**config.mk**
```make
export PLATFORM = sky130hd
export DESIGN_NAME = adc_oversample_range_check
export DESIGN_NICKNAME = d
export VERILOG_FILES = /design/src/design/aorc_pkg.sv /design/src/design/aorc_cfg.sv /design/src/design/aorc_in_reg.sv /design/src/design/aorc_group.sv /design/src/design/aorc_out_reg.sv /design/src/design/adc_oversample_range_check.sv
export SDC_FILE = /design/constraint.sdc
export NUM_CORES = 1
export LEC_CHECK = 0
export ABC_AREA = 1
export BUFFER_PORTS_ARGS = -buffer_cell sky130_fd_sc_hd__buf_2
export CAP_MARGIN = 20
export CORE_ASPECT_RATIO = 1.75
export CORE_MARGIN = 1.5
export CORE_UTILIZATION = 53
export CTS_CLUSTER_SIZE = 30
export DETAILED_ROUTE_END_ITERATION = 12
export GPL_ROUTABILITY_DRIVEN = 0
export PLACE_DENSITY = 0.8
export SETUP_SLACK_MARGIN = 0.3
export SLEW_MARGIN = 20
export SYNTH_ARGS = -nofsm -noshare
export SYNTH_HDL_FRONTEND = slang
export SYNTH_SLANG_ARGS = --single-unit
export TNS_END_PERCENT = 100
```
**constraint.sdc**
```tcl
create_clock -name clk -period 6 [get_ports clk]
set_input_delay 0.9 -clock clk [delete_from_list [all_inputs] [get_ports clk]]
set_output_delay 0.9 -clock clk [all_outputs]
set_load 0.005 [all_outputs]
```
**src/design/aorc_pkg.sv**
```systemverilog
// shared types and register indexes for the adc oversample range check
package aorc_pkg;

  localparam int unsigned SampleWidth = 16;
  localparam int unsigned SumWidth    = 16;
  localparam int unsigned TimeWidth   = 32;
  localparam int unsigned CountWidth  = 8;
  localparam int unsigned IndexWidth  = 3;
  localparam int unsigned CfgWidth    = 32;

  typedef enum logic [IndexWidth-1:0] {
    REG_SAMPLES_PER_REPORT = 3'd0,
    REG_MIN_SUM            = 3'd1,
    REG_MAX_SUM            = 3'd2,
    REG_FAULT_LIMIT        = 3'd3,
    REG_START_TIME         = 3'd4,
    REG_REST_INTERVAL      = 3'd5
  } reg_index_t;

  typedef struct packed {
    logic [CountWidth-1:0] samples_per_report;
    logic [SumWidth-1:0]   min_sum;
    logic [SumWidth-1:0]   max_sum;
    logic [CountWidth-1:0] fault_limit;
    logic [TimeWidth-1:0]  start_time;
    logic [TimeWidth-1:0]  rest_interval;
    logic                  start_load;
  } cfg_t;

  typedef struct packed {
    logic                 range_fault;
    logic [TimeWidth-1:0] report_time;
    logic [SumWidth-1:0]  sum;
  } report_t;

endpackage

```
**src/design/aorc_cfg.sv**
```systemverilog
// configuration registers and start time load strobe
module aorc_cfg (
  input  logic                          clk,
  input  logic                          rst,
  input  logic                          cfg_we,
  input  logic [aorc_pkg::IndexWidth-1:0] cfg_index,
  input  logic [aorc_pkg::CfgWidth-1:0] cfg_data,
  output aorc_pkg::cfg_t                cfg
);
  import aorc_pkg::*;

  logic [CountWidth-1:0] samples_per_report;
  logic [SumWidth-1:0]   min_sum;
  logic [SumWidth-1:0]   max_sum;
  logic [CountWidth-1:0] fault_limit;
  logic [TimeWidth-1:0]  rest_interval;

  always_ff @(posedge clk) begin
    if (rst) begin
      samples_per_report <= CountWidth'(1);
      min_sum            <= '0;
      max_sum            <= '1;
      fault_limit        <= '0;
      rest_interval      <= '0;
    end else if (cfg_we) begin
      unique case (cfg_index)
        REG_SAMPLES_PER_REPORT: samples_per_report <= cfg_data[CountWidth-1:0];
        REG_MIN_SUM:            min_sum            <= cfg_data[SumWidth-1:0];
        REG_MAX_SUM:            max_sum            <= cfg_data[SumWidth-1:0];
        REG_FAULT_LIMIT:        fault_limit        <= cfg_data[CountWidth-1:0];
        // start time only acts through the load strobe
        REG_START_TIME:         ;
        REG_REST_INTERVAL:      rest_interval      <= cfg_data[TimeWidth-1:0];
        default: ;
      endcase
    end
  end

  always_comb begin
    cfg.samples_per_report = samples_per_report;
    cfg.min_sum            = min_sum;
    cfg.max_sum            = max_sum;
    cfg.fault_limit        = fault_limit;
    cfg.start_time         = cfg_data[TimeWidth-1:0];
    cfg.rest_interval      = rest_interval;
    cfg.start_load         = cfg_we && (cfg_index == REG_START_TIME);
  end

endmodule

```
**src/design/aorc_in_reg.sv**
```systemverilog
// input register for one sample
module aorc_in_reg (
  input  logic                             clk,
  input  logic                             rst,
  input  logic                             s_valid,
  output logic                             s_ready,
  input  logic [aorc_pkg::SampleWidth-1:0] s_data,
  input  logic                             advance,
  output logic                             valid,
  output logic [aorc_pkg::SampleWidth-1:0] sample
);
  import aorc_pkg::*;

  assign s_ready = !valid || advance;

  always_ff @(posedge clk) begin
    if (rst) begin
      valid <= 1'b0;
    end else if (s_ready) begin
      valid <= s_valid;
    end
  end

  always_ff @(posedge clk) begin
    if (s_valid && s_ready) begin
      sample <= s_data;
    end
  end

endmodule

```
**src/design/aorc_group.sv**
```systemverilog
// group accumulator, window check, bad run counter and report timestamp
module aorc_group (
  input  logic                             clk,
  input  logic                             rst,
  input  aorc_pkg::cfg_t                   cfg,
  input  logic                             valid,
  input  logic [aorc_pkg::SampleWidth-1:0] sample,
  input  logic                             advance,
  output logic                             result_valid,
  output aorc_pkg::report_t                result
);
  import aorc_pkg::*;

  logic [SumWidth-1:0]   accumulator;
  logic [CountWidth-1:0] group_position;
  logic [CountWidth-1:0] bad_run_count;
  logic [TimeWidth-1:0]  group_start_time;

  logic                  enabled;
  logic                  restart;
  logic [SumWidth-1:0]   acc_sum;
  logic [CountWidth-1:0] pos_inc;
  logic                  done;
  logic                  in_range;
  logic [CountWidth-1:0] bad_inc;
  logic                  hit;
  logic [CountWidth-1:0] bad_next;
  logic [TimeWidth-1:0]  time_next;

  always_comb begin
    enabled   = cfg.samples_per_report != '0;
    restart   = group_position >= cfg.samples_per_report;
    acc_sum   = (restart ? '0 : accumulator) + sample;
    pos_inc   = (restart ? '0 : group_position) + CountWidth'(1);
    done      = enabled && (pos_inc >= cfg.samples_per_report);
    in_range  = (acc_sum >= cfg.min_sum) && (acc_sum <= cfg.max_sum);
    bad_inc   = bad_run_count + CountWidth'(1);
    hit       = bad_inc >= cfg.fault_limit;
    bad_next  = (in_range || hit) ? '0 : bad_inc;
    time_next = group_start_time + cfg.rest_interval;

    result_valid       = valid && done;
    result.sum         = acc_sum;
    result.report_time = time_next;
    result.range_fault = !in_range && hit;
  end

  always_ff @(posedge clk) begin
    if (rst) begin
      accumulator      <= '0;
      group_position   <= '0;
      bad_run_count    <= '0;
      group_start_time <= '0;
    end else if (cfg.start_load) begin
      accumulator      <= '0;
      group_position   <= '0;
      group_start_time <= cfg.start_time;
    end else if (advance && enabled) begin
      if (done) begin
        accumulator      <= '0;
        group_position   <= '0;
        bad_run_count    <= bad_next;
        group_start_time <= time_next;
      end else begin
        accumulator    <= acc_sum;
        group_position <= pos_inc;
      end
    end
  end

endmodule

```
**src/design/aorc_out_reg.sv**
```systemverilog
// output register holding one report until its transfer
module aorc_out_reg (
  input  logic              clk,
  input  logic              rst,
  input  logic              load,
  input  aorc_pkg::report_t data_in,
  output logic              ready,
  output logic              m_valid,
  input  logic              m_ready,
  output aorc_pkg::report_t data_out
);
  import aorc_pkg::*;

  assign ready = !m_valid || m_ready;

  always_ff @(posedge clk) begin
    if (rst) begin
      m_valid <= 1'b0;
    end else if (ready) begin
      m_valid <= load;
    end
  end

  always_ff @(posedge clk) begin
    if (load && ready) begin
      data_out <= data_in;
    end
  end

endmodule

```
**src/design/adc_oversample_range_check.sv**
```systemverilog
// Sums groups of samples_per_report ADC samples into a 16-bit wrapping sum,
// checks each group sum against the inclusive window [min_sum, max_sum] and
// emits one report per completed group with the sum, the group start time
// advanced by rest_interval and a fault flag raised when the run of
// consecutive out-of-range groups reaches fault_limit. One sample is taken
// every cycle unless a completed group waits for a full output register: a
// sample passes an input register, then add, compare and count logic that
// updates the group state and loads the output register, from which the
// report is offered. Input and output are parted by the output register,
// so a sample that completes no group moves on even while a report waits.
// Writing start_time restarts the current group. The user must write
// configuration only while the block is idle; the block does not enforce it.
module adc_oversample_range_check (
  input  logic                          clk,
  input  logic                          rst,
  input  logic                          s_axis_tvalid,
  output logic                          s_axis_tready,
  input  logic [15:0]                   s_axis_tdata,  // sample
  output logic                          m_axis_tvalid,
  input  logic                          m_axis_tready,
  output logic [47:0]                   m_axis_tdata,  // sum, report_time
  output logic                          m_axis_tuser,  // range_fault
  input  logic                          cfg_we,
  input  logic [aorc_pkg::IndexWidth-1:0] cfg_index,
  input  logic [aorc_pkg::CfgWidth-1:0] cfg_data
);
  import aorc_pkg::*;

  cfg_t                   cfg;
  logic                   in_valid;
  logic [SampleWidth-1:0] in_sample;
  logic                   advance;
  logic                   result_valid;
  report_t                result;
  logic                   out_ready;
  report_t                report;

  aorc_cfg u_cfg (
    .clk       (clk),
    .rst       (rst),
    .cfg_we    (cfg_we),
    .cfg_index (cfg_index),
    .cfg_data  (cfg_data),
    .cfg       (cfg)
  );

  aorc_in_reg u_in_reg (
    .clk     (clk),
    .rst     (rst),
    .s_valid (s_axis_tvalid),
    .s_ready (s_axis_tready),
    .s_data  (s_axis_tdata),
    .advance (advance),
    .valid   (in_valid),
    .sample  (in_sample)
  );

  aorc_group u_group (
    .clk          (clk),
    .rst          (rst),
    .cfg          (cfg),
    .valid        (in_valid),
    .sample       (in_sample),
    .advance      (advance),
    .result_valid (result_valid),
    .result       (result)
  );

  assign advance = in_valid && (out_ready || !result_valid);

  aorc_out_reg u_out_reg (
    .clk      (clk),
    .rst      (rst),
    .load     (advance && result_valid),
    .data_in  (result),
    .ready    (out_ready),
    .m_valid  (m_axis_tvalid),
    .m_ready  (m_axis_tready),
    .data_out (report)
  );

  assign m_axis_tdata = {report.report_time, report.sum};
  assign m_axis_tuser = report.range_fault;

  // a reported fault always comes with a sum outside the window
  assert property (@(posedge clk) disable iff (rst)
    m_axis_tvalid && m_axis_tuser |->
      (report.sum < cfg.min_sum) || (report.sum > cfg.max_sum))
    else $error("fault reported for an in-range sum");

  // disabled sampling never produces a report
  assert property (@(posedge clk) disable iff (rst)
    in_valid && (cfg.samples_per_report == '0) |-> !result_valid)
    else $error("report with sampling disabled");

  // an empty input register always takes a sample
  assert property (@(posedge clk) disable iff (rst)
    !in_valid |-> s_axis_tready)
    else $error("input stalled while empty");

  // no report is pending right after reset
  assert property (@(posedge clk)
    rst |=> !m_axis_tvalid)
    else $error("report pending after reset");

endmodule

```
== After elaboration in Yosys (flattened, before gate mapping) ==
Index checks and enable logic that the tools add are counted.
Cells by class
  $lt $le $gt $ge: 5
  equal/unequal tests: 5
  add/subtract/negate cells: 4
  reduce and logical (&&, ||, !) cells: 30
  bitwise operators: 1
  mux-type cells: 8
Operator list (number)
  two-way mux 32 bit: 3
  adder 32 bit: 1
  two-way mux 16 bit: 2
  >= comparator 8 bit: 3
  two-way mux 8 bit: 3
  adder 16 bit: 1
  adder 8 x 1 -> 8 bit (second input constant): 2
  >= comparator 16 bit: 1
  <= comparator 16 bit: 1
  AND reduction 2 bit: 6
  logical AND 1 bit: 10
  nonzero test 8 bit: 1
  equality test 3 x 2 -> 1 bit (second input constant): 2
  equality test 3 bit (second input constant): 2
  zero test 1 bit: 4
  logical OR 1 bit: 4
  nonzero test 2 bit: 2
  equality test 3 x 1 -> 1 bit (second input constant): 1
  zero test 3 bit: 1
  AND reduction 3 bit: 1
  OR reduction 2 bit: 1
  inverter 1 bit: 1
Word-level totals
  flip-flop bits (word level): 211
  logic and storage cells: 68
  input port bits: 56

== Longest topological paths before layout ==
Gate-level depths: netlist (run 1).
  depth after elaboration: 12
  depth in mapped cells: 33
  gate-level depth less buffers: 31

== Cells and area by module ==
From an unflattened synthesis (run 1), not the netlist that was laid out.
Unflattened totals
  cell total of the unflattened synthesis: 1756
  area total of the unflattened synthesis: 13002.5 um^2
Modules (own cells, without submodules)
  aorc_group: cells each 1177, area each 7413.4 um^2, instances 1
  aorc_cfg: cells each 497, area each 3517.1 um^2, instances 1
  aorc_out_reg: cells each 55, area each 1519.0 um^2, instances 1
  aorc_in_reg: cells each 22, area each 528.0 um^2, instances 1
  adc_oversample_range_check: cells each 5, area each 25.0 um^2, instances 1

== Worst setup path before layout (run 1) ==
No wires, ideal clock.
  path kind: reg-to-reg
  from: reg u_cfg.samples_per_report[7]
  to: reg u_out_reg.data_out[0] in the netlist's numbering, enable pin
  arrival time: 3.840 ns
  clock period less this slack: 4.244 ns
  library setup time: 0.403 ns
  required time: 5.597 ns
  cell stages (with the launch flop): 19
  buffers on the path: 1
  path slack: 1.756 ns
  path through: dfxtp_1 > inv_1 > ha_1 > a21o_1 > nor2_2 > nand2_1 > buf_2 > nor2_1 > ha_1 > nand4_1 > nor2_1 > nand3_1 > and2_1 > ha_1 > nand2_1 > o21a_1 > nand2_4 > nand3_4 > inv_1
Between the ends
  cells in the longest elaborated chain, start to end: 11
RTL lines
  from (decl): RTL line aorc_cfg.sv:12  | logic [CountWidth-1:0] samples_per_report;
  from (signal assigned): RTL line aorc_cfg.sv:20  | samples_per_report <= CountWidth'(1);
  from (signal assigned): RTL line aorc_cfg.sv:27  | REG_SAMPLES_PER_REPORT: samples_per_report <= cfg_data[CountWidth-1:0];
  >= comparator 8 bit: RTL line aorc_group.sv:32  | restart = group_position >= cfg.samples_per_report;
  two-way mux 8 bit: RTL line aorc_group.sv:34  | pos_inc = (restart ? '0 : group_position) + CountWidth'(1);
  adder 8 x 1 -> 8 bit: RTL line aorc_group.sv:34
  >= comparator 8 bit: RTL line aorc_group.sv:35  | done = enabled && (pos_inc >= cfg.samples_per_report);
  logical AND 1 bit *: RTL line aorc_group.sv:35
  logical AND 1 bit *: RTL line aorc_group.sv:42  | result_valid = valid && done;
  zero test 1 bit: RTL line adc_oversample_range_check.sv:69  | assign advance = in_valid && (out_ready || !result_valid);
  logical OR 1 bit: RTL line adc_oversample_range_check.sv:69
  logical AND 1 bit: RTL line adc_oversample_range_check.sv:69
  logical AND 1 bit *: RTL line adc_oversample_range_check.sv:74  | .load (advance && result_valid),
  logical AND 1 bit *: RTL line aorc_out_reg.sv:25  | if (load && ready) begin
  to (signal assigned): RTL line aorc_out_reg.sv:26  | data_out <= data_in;
  to (decl): RTL line aorc_out_reg.sv:10  | output aorc_pkg::report_t data_out
Mark *: on every way between the ends. The rest lies on a longest branch, timed or not.
A chain may end at the register's enable or synchronous reset.

== Final worst setup path (run 1) ==
  from: reg u_group.group_position[0]
  to: out s_axis_tready
Between the ends
  cells in the longest elaborated chain, start to end: 10
RTL lines
  from (decl): RTL line aorc_group.sv:15  | logic [CountWidth-1:0] group_position;
  from (signal assigned): RTL line aorc_group.sv:66  | group_position <= pos_inc;
  >= comparator 8 bit: RTL line aorc_group.sv:32
  two-way mux 8 bit *: RTL line aorc_group.sv:34
  adder 8 x 1 -> 8 bit *: RTL line aorc_group.sv:34
  >= comparator 8 bit *: RTL line aorc_group.sv:35
  logical AND 1 bit *: RTL line aorc_group.sv:35
  logical AND 1 bit *: RTL line aorc_group.sv:42
  zero test 1 bit *: RTL line adc_oversample_range_check.sv:69
  logical OR 1 bit *: RTL line adc_oversample_range_check.sv:69
  logical AND 1 bit *: RTL line adc_oversample_range_check.sv:69
  logical OR 1 bit *: RTL line aorc_in_reg.sv:14  | assign s_ready = !valid || advance;
  to (decl): RTL line adc_oversample_range_check.sv:17  | output logic s_axis_tready,
Marked as above.

==> qor.txt, run 1 <==
status = finished, final reports clean
gr ovfl total = 0
# setup viols final = 0
final hold slack = 0.465 ns
drt drc = 0
synthesized flop and latch total = 211
hold buffers post-CTS = 0
leading post-synthesis cells by cell area = dfxtp_1, edfxtp_1, ha_1
initial DRC count = 596
WL final = 32300 microns
Ports = 107
Synth Area per Inst = 7.68 sq um
WL per Instance = 16.4 microns
synth unique cells = 46
# Post-CTS Setup Buffers = 0
Multi-input gate area = 0.00621 sq mm
maximum capacitance violations = 0
R2R cell count = 24
number of core rows = 72
Die W = 117 microns
Async SR Flop Fraction = 0%
Most used DFF post-synth = dfxtp_1
WP data required = 5.10 ns
Pleak = 6.21 nW
Yosys top cell by area = dfxtp_1
Worst R2R End = u_group.group_start_time[12]$_SDFFE_PP0P_
worst-path fanout max = 20
Nets = 1818
Peak VDD IR = 0.195 mV
Final min period = 5.26 ns
Core Box Area = 0.0222 sq mm
Arr. time, crit path = 4.36 ns
Post-synth top cells = nand2_1, inv_1, nor2_1
CTS tree = done
vias in the first global route = 11000
Die H = 202 microns
Tot GR Track Use = 27.4%
Pre-antenna DRT Iters = 5
largest net degree at the start of global routing = 90
CP endpoint = s_axis_tready
hpwl dp = 23700 microns
Resize count post-CTS = 0
setup slack, reg-to-reg = 0.97 ns
RSZ-0062 raised after global routing = false
Post-Syn Area = 0.0120 sq mm
# diodes = 0
Final Hold Viols = 0
vias per cell = 5.54
final setup TNS = 0 ns
Clock H-tree levels = 1
post-route ant nets = 0
sequential area share after synthesis = 40.6%
initial antenna violation count = 0
Tcrit/Tclk final = 87.7%
share of cells above drive strength 1 = 10.7%
first-pass GRT wire length = 51000 microns
R2R Path Start = u_group.group_position[0]$_SDFFE_PP0P_
Worst Hold Class = reg2reg
die area = 0.0236 sq mm
CTS clock-pin slew for the worst setup and hold paths = 0.06 ns
root cell of the clock tree = clkbuf_16
CP startpoint kind = register
critical path capture point type = output pin
Tightest Pin Transition = 1.08 ns
Clock Skew = 0.0168 ns
Layout fillers = 2051
register area = 0.00487 sq mm
Synth-to-Final Area Change = 12.3%
final max-slew violation count = 0
critical path class = reg2out
f_max = 190 MHz
origin of the worst setup path = u_group.group_position[0]$_SDFFE_PP0P_
CTS max path bufs = 3
share of the synthesized area in the top cell type = 24.4%
Post-Synthesis Cells = 1562
clock sinks = 211
Clock Latency Late Sink = 0.51 ns
PD cells = 256 mW/mm^2
post-synth net total = 1724
Num CTS Buffers = 22
worst rel slew slack = 27.6%
Post-synth EDFFs = 65
Yosys Warn Count = 0
most frequent cell after synthesis = nand2_1
vias = 10900
Starting Density = 54.1%
I/O Buffers = 106
==> routing by layer <==
| metal | up-vias | routed length, microns | global-route usage, % |
|---|---|---|---|
| li1 | 5336 | - | - |
| met1 | 5045 | 11200 | 25.9 |
| met2 | 374 | 17400 | 52.5 |
| met3 | 147 | 1290 | 2.91 |
| met4 | 0 | 2370 | 19.4 |
| met5 | - | 0 | 0 |
==> power breakdown <==
group          total [mW]  switching, mW  internal (mW)
sequential           1.58         0.0331           1.55
clock                1.39          0.562          0.826
combinational       0.485          0.327          0.158
total                3.46          0.922           2.54
==> state kept, by name (all words and copies together) (netlist names) <==
name and flops:
u_in_reg.valid 1, u_cfg.min_sum 16, u_cfg.max_sum 16, u_group.accumulator 16, u_group.group_start_time 32, u_out_reg.m_valid 1
u_cfg.samples_per_report 8, u_out_reg.data_out 49, u_in_reg.sample 16, u_cfg.rest_interval 32, u_group.bad_run_count 8, u_group.group_position 8
u_cfg.fault_limit 8
==> worst max-delay path: stages, from the launching register on <==
cell and delay [ns]:
dfxtp_1 0.36, inv_1 0.09, ha_1 0.30, inv_1 0.07
nand2_1 0.04, nand2_1 0.05, nand2_1 0.05, nand2_1 0.05
nand2_1 0.05, nand2_1 0.14, nand2_1 0.44, nor2_1 0.39
ha_1 0.25, nand4_1 0.14, nor2_1 0.19, nand3_1 0.12
and2_1 0.19, ha_1 0.27, nand2_1 0.07, o21a_1 0.22
nand2_4 0.12, nand3_2 0.11, buf_2 0.15
==> worst min-delay path by stage <==
stage	from	end	slack, ns	cells after the start
6_report	u_group.accumulator[1]$_SDFFE_PP0P_	u_group.accumulator[1]$_SDFFE_PP0P_	0.47	2
5_1_grt	u_group.accumulator[7]$_SDFFE_PP0P_	u_group.accumulator[7]$_SDFFE_PP0P_	0.49	2
4_1_cts	u_group.accumulator[4]$_SDFFE_PP0P_	u_group.accumulator[4]$_SDFFE_PP0P_	0.47	2
3_5_place_dp	u_cfg.min_sum[5]$_SDFFE_PP0P_	u_cfg.min_sum[5]$_SDFFE_PP0P_	0.45	2
3_3_place_gp	u_group.accumulator[0]$_SDFFE_PP0P_	u_group.accumulator[0]$_SDFFE_PP0P_	0.45	2
2_1_floorplan	u_cfg.fault_limit[0]$_SDFFE_PP0P_	u_cfg.fault_limit[0]$_SDFFE_PP0P_	0.43	2
==> per-stage QoR <==
stage	instances	utilization, %	power [mW]	worst slack [ns]	instance area [sq um]
finish	1968	60.8	3.46	0.737	13500
global route	1968	60.8	3.60	0.349	13500
CTS	1967	60.8	3.47	0.795	13500
detailed placement	1927	57.4	2.09	1.09	12700
global placement	1927	57.4	2.08	1.23	12700
floorplan	1562	-	1.93	1.76	12000
==> cell type report <==
cell class | count | share of cell area, %
inverter | 191 | 5.32
clock buffer | 31 | 4.71
tap | 296 | 2.75
timing repair buffer | 111 | 4.27
clock inverter | 9 | 0.742
sequential | 211 | 36.2
multi-input combinational | 1119 | 46.1
==> layout by cell type (no fill, tap or decap), types with 14 or more instances in the layout <==
| master | netlist | layout |
|---|---|---|
| clkbuf_16 | 0 | 23 |
| a21oi_1 | 160 | 160 |
| edfxtp_1 | 65 | 65 |
| nand3_1 | 74 | 74 |
| xor2_1 | 29 | 29 |
| nand2_1 | 340 | 340 |
| buf_2 | 9 | 106 |
| o211ai_1 | 16 | 16 |
| inv_1 | 187 | 185 |
| nor2_1 | 171 | 170 |
| o21ai_0 | 108 | 108 |
| ha_1 | 104 | 104 |
| dfxtp_1 | 146 | 146 |
| and2_1 | 14 | 14 |
==> cell families after synthesis <==
| family | after synthesis | synth area share, % |
|---|---|---|
| buffers and inverters | 232 | 7.66 |
| and+or+nand+nor | 659 | 23.6 |
| adders and majority gates | 106 | 11.2 |
| DFF | 211 | 40.6 |
| xor gates and xnor gates | 38 | 2.84 |
| AOI/OAI and AO/OA | 316 | 14.1 |
Power figures use the tool's default switching activity.
==> run 2: changes to the inputs <==
ABC_AREA = not set   (was 1)
==> qor.txt, run 2 <==
root cell of the clock tree = clkbuf_16
critical path class = reg2reg
Seq pwr share = 46.1% (+0.3 points)
NetSw = 0.877 mW (-4.9%)
Starting Density = 53.8% (-0.39 points)
share of cells above drive strength 1 = 15.0% (+4.3 points)
Arr. time, crit path = 5.86 ns (+1.50 ns)
most frequent cell after synthesis = nand2_1
Post-Syn Area = 0.0115 sq mm (-4.1%)
Async SR Flop Fraction = 0% (unchanged)
hold path startpoint = u_cfg.fault_limit[4]$_SDFFE_PP0P_
Largest register FFs = 49 (unchanged)
gr ovfl total = 0 (unchanged)
R2R cell count = 27 (+13%)
worst rel slew slack = 35.4% (+7.8 points)
Die H = 198 microns (-2.0%)
Sw Ratio = 25.8% (-0.84 points)
Clock H-tree levels = 1 (unchanged)
Core Box Area = 0.0214 sq mm (-3.4%)
Tcrit/Tclk final = 91.1% (+3.3 points)
sequential area share after synthesis = 42.4% (+1.7 points)
Most used DFF post-synth = dfxtp_1
hpwl dp = 21500 microns (-9.4%)
vias = 9931 (-8.9%)
largest net degree at the start of global routing = 84 (-6.7%)
Final min period = 5.46 ns (+0.200 ns)
DP Area = 0.0124 sq mm (-3.0%)
WL per Instance = 17.7 microns (+8.1%)
Die W = 114 microns (-2.0%)
die area = 0.0226 sq mm (-4.0%)
share of the synthesized area in the top cell type = 25.4% (+1.0 points)
Clock Skew = 0.0232 ns (+0.00637 ns)
number of core rows = 71 (-1.4%)
I/O Buffers = 106 (unchanged)
Tightest Pin Transition = 0.969 ns (-0.114 ns)
final max-slew violation count = 0 (unchanged)
Pleak = 5.44 nW (-12%)
worst-path fanout max = 7 (-65%)
Worst Hold End = u_cfg.fault_limit[4]$_SDFFE_PP0P_
Post-synth EDFFs = 65 (unchanged)
Non-Filler Instances = 1702 (-14%)
cell count of the worst hold path = 2 (unchanged)
WL final = 30200 microns (-6.5%)
Yosys top cell by area = dfxtp_1
setup slack, reg-to-reg = 0.54 ns (-0.43 ns)
post-route cell area = 0.0132 sq mm (-1.8%)
biggest regs = u_out_reg.data_out x49, u_cfg.rest_interval x32, u_group.group_start_time x32
internal power = 2.52 mW (-0.73%)
Top reg by flops = u_out_reg.data_out
f_max = 183 MHz (-3.7%)
first-pass GRT wire length = 47300 microns (-7.3%)
leading post-synthesis cells by cell area = dfxtp_1, edfxtp_1, ha_1
Num CTS Buffers = 21 (-4.5%)
PD cells = 256 mW/mm^2 (about the same)
Post-synth top cells = nand2_1, dfxtp_1, a21oi_1
final worst slack = 0.537 ns (-0.200 ns)
commonest cells after routing, fill and taps aside = nand2_1, dfxtp_1, a21oi_1, nor2_1, buf_2
clock sinks = 211 (unchanged)
critical path capture point type = register
# setup viols final = 0 (unchanged)
synthesized flop and latch total = 211 (unchanged)
RSZ-0062 raised after global routing = true
Clock Latency Late Sink = 0.52 ns (about the same)
pre-CTS setup slack = 0.101 ns (-0.989 ns)
Tot GR Track Use = 26.3% (-1.1 points)
maximum capacitance violations = 0 (unchanged)
Clock Power Share = 40.9% (+0.7 points)
status = finished, final reports clean
Synth-to-Final Area Change = 15.0%
final setup TNS = 0 ns (unchanged)
most common cell after layout, fill and taps aside = nand2_1
Nets = 1557 (-14%)
Final Hold Viols = 0 (unchanged)
vias in the first global route = 9967 (-9.1%)
Pre-antenna DRT Iters = 5 (unchanged)
initial DRC count = 661 (+11%)
CP startpoint kind = register
# diodes = 0 (unchanged)
initial antenna violation count = 0 (unchanged)
Post-Synthesis Cells = 1291 (-17%)
Peak VDD IR = 0.229 mV (+17%)
R2R Path Start = u_group.group_position[0]$_SDFFE_PP0P_
Worst R2R End = u_group.bad_run_count[7]$_SDFFE_PP0P_
Synth Area per Inst = 8.92 sq um (+16%)
drt drc = 0 (unchanged)
vias per cell = 5.83 (+5.3%)
post-route ant nets = 0 (unchanged)
WP data required = 6.39 ns (+1.29 ns)
Ports = 107 (unchanged)
CTS max path bufs = 3 (unchanged)
Yosys Warn Count = 0 (unchanged)
post-synth net total = 1453 (-16%)
combinational share of power = 12.9% (-1.1 points)
Worst Hold Class = reg2reg
Cells after DPL = 1655 (-14%)
Power, Total = 3.39 mW (-1.9%)
CTS tree = done
CTS clock-pin slew for the worst setup and hold paths = 0.06 ns (about the same)
synth unique cells = 73 (+59%)
-- run 2: changes by cell type after synthesis, moves of 19 or more --
cell,change
nand2_1,-119
o21ai_0,-72
clkbuf_1,+19
nand3_1,-53
nor2_1,-58
xnor2_1,+20
a311oi_1,+21
a21oi_1,-25
inv_1,-121
a211o_1,+21
-- run 2: what timing repair did --
action | in CTS | in global routing
gates cloned | 0 | 1
pin swaps | 2 | 7
setup endpoints to repair | 8 | 10
setup buffers | 2 | 6
hold buffers | 0 | 0
gates resized for setup | 3 | 14
-- run 2: cells by family (layout without fill, tap and decap cells) --
| logic type | count (synthesis) | in the layout | share of synthesized area (%) |
|---|---|---|---|
| simple gates | 463 | 464 | 17.7 |
| compound gates | 343 | 343 | 20.4 |
| flops | 211 | 211 | 42.4 |
| buf+inv | 115 | 233 | 3.79 |
| fa+ha+maj | 106 | 106 | 11.7 |
| xor+xnor | 47 | 47 | 3.58 |
| mux | 6 | 6 | 0.544 |
-- run 2: final cells by class --
cell class                      instances  area (sq um)
Clock buffer                           26           607
Clock inverter                         12           128
Fill cell                            1775          8170
Inverter                               66           249
Multi-Input combinational cell        966          6310
Sequential cell                       211          4870
Tap cell                              292           365
Timing Repair Buffer                  129           706
-- run 2: power by group through the flow --
stage / Combinational (mW) / Sequential [mW] / Clock, mW
5_1_grt: 0.481 / 1.57 / 1.47
2_1_floorplan: 0.261 / 1.59 / 0
3_3_place_gp: 0.397 / 1.59 / 0
6_report: 0.439 / 1.57 / 1.39
4_1_cts: 0.416 / 1.57 / 1.41
3_5_place_dp: 0.409 / 1.60 / 0
-- run 2: critical path, cell delays in order (launching register included) --
cell	delay, ns
dfxtp_1	0.36
inv_1	0.07
ha_1	0.26
nand2b_1	0.10
a21o_1	0.13
a21o_1	0.13
a211oi_2	0.08
o21ai_2	0.21
nand2_4	0.14
and2_1	0.19
ha_1	0.21
fa_1	0.43
a211o_1	0.35
a21oi_2	0.15
o21ai_1	0.14
a41o_1	0.32
nor4_4	0.18
nor3_2	0.11
xor2_2	0.21
ha_1	0.29
nand3_1	0.14
o22ai_1	0.10
o21ai_0	0.17
a21oi_1	0.08
nor2_1	0.11
a22oi_2	0.12
o21a_2	0.28
a32o_1	0.26
-- run 2: layer usage --
metal	vias up	track usage, %	share of wire, %
met3	120	3.28	4.4
met2	317	47.7	51
met5	-	0	0
li1	4803	-	-
met4	0	19.8	7.8
met1	4691	27.0	36
-- run 2: worst max-delay path by stage --
stage                                           startpoint                                     to  slack (ns)  cells past startpoint
detailed placement  u_group.group_position[0]$_SDFFE_PP0P_  u_group.bad_run_count[1]$_SDFFE_PP0P_        0.10                     23
CTS                 u_group.group_position[0]$_SDFFE_PP0P_  u_group.bad_run_count[7]$_SDFFE_PP0P_        0.30                     25
finish              u_group.group_position[0]$_SDFFE_PP0P_  u_group.bad_run_count[7]$_SDFFE_PP0P_        0.54                     27
global route        u_group.group_position[0]$_SDFFE_PP0P_  u_group.bad_run_count[0]$_SDFFE_PP0P_        0.24                     27
global placement    u_group.group_position[0]$_SDFFE_PP0P_  u_group.bad_run_count[6]$_SDFFE_PP0P_        0.31                     27
floorplan           u_group.group_position[0]$_SDFFE_PP0P_  u_group.bad_run_count[3]$_SDFFE_PP0P_        0.54                     28
-- run 2: per-stage QoR --
step                      utilization, %  hold WS [ns]
after floorplan                        -         0.436
after global placement              57.7         0.442
after detailed placement            57.7         0.448
after CTS                           61.3         0.457
after global routing                61.8         0.471
final                               61.8         0.457
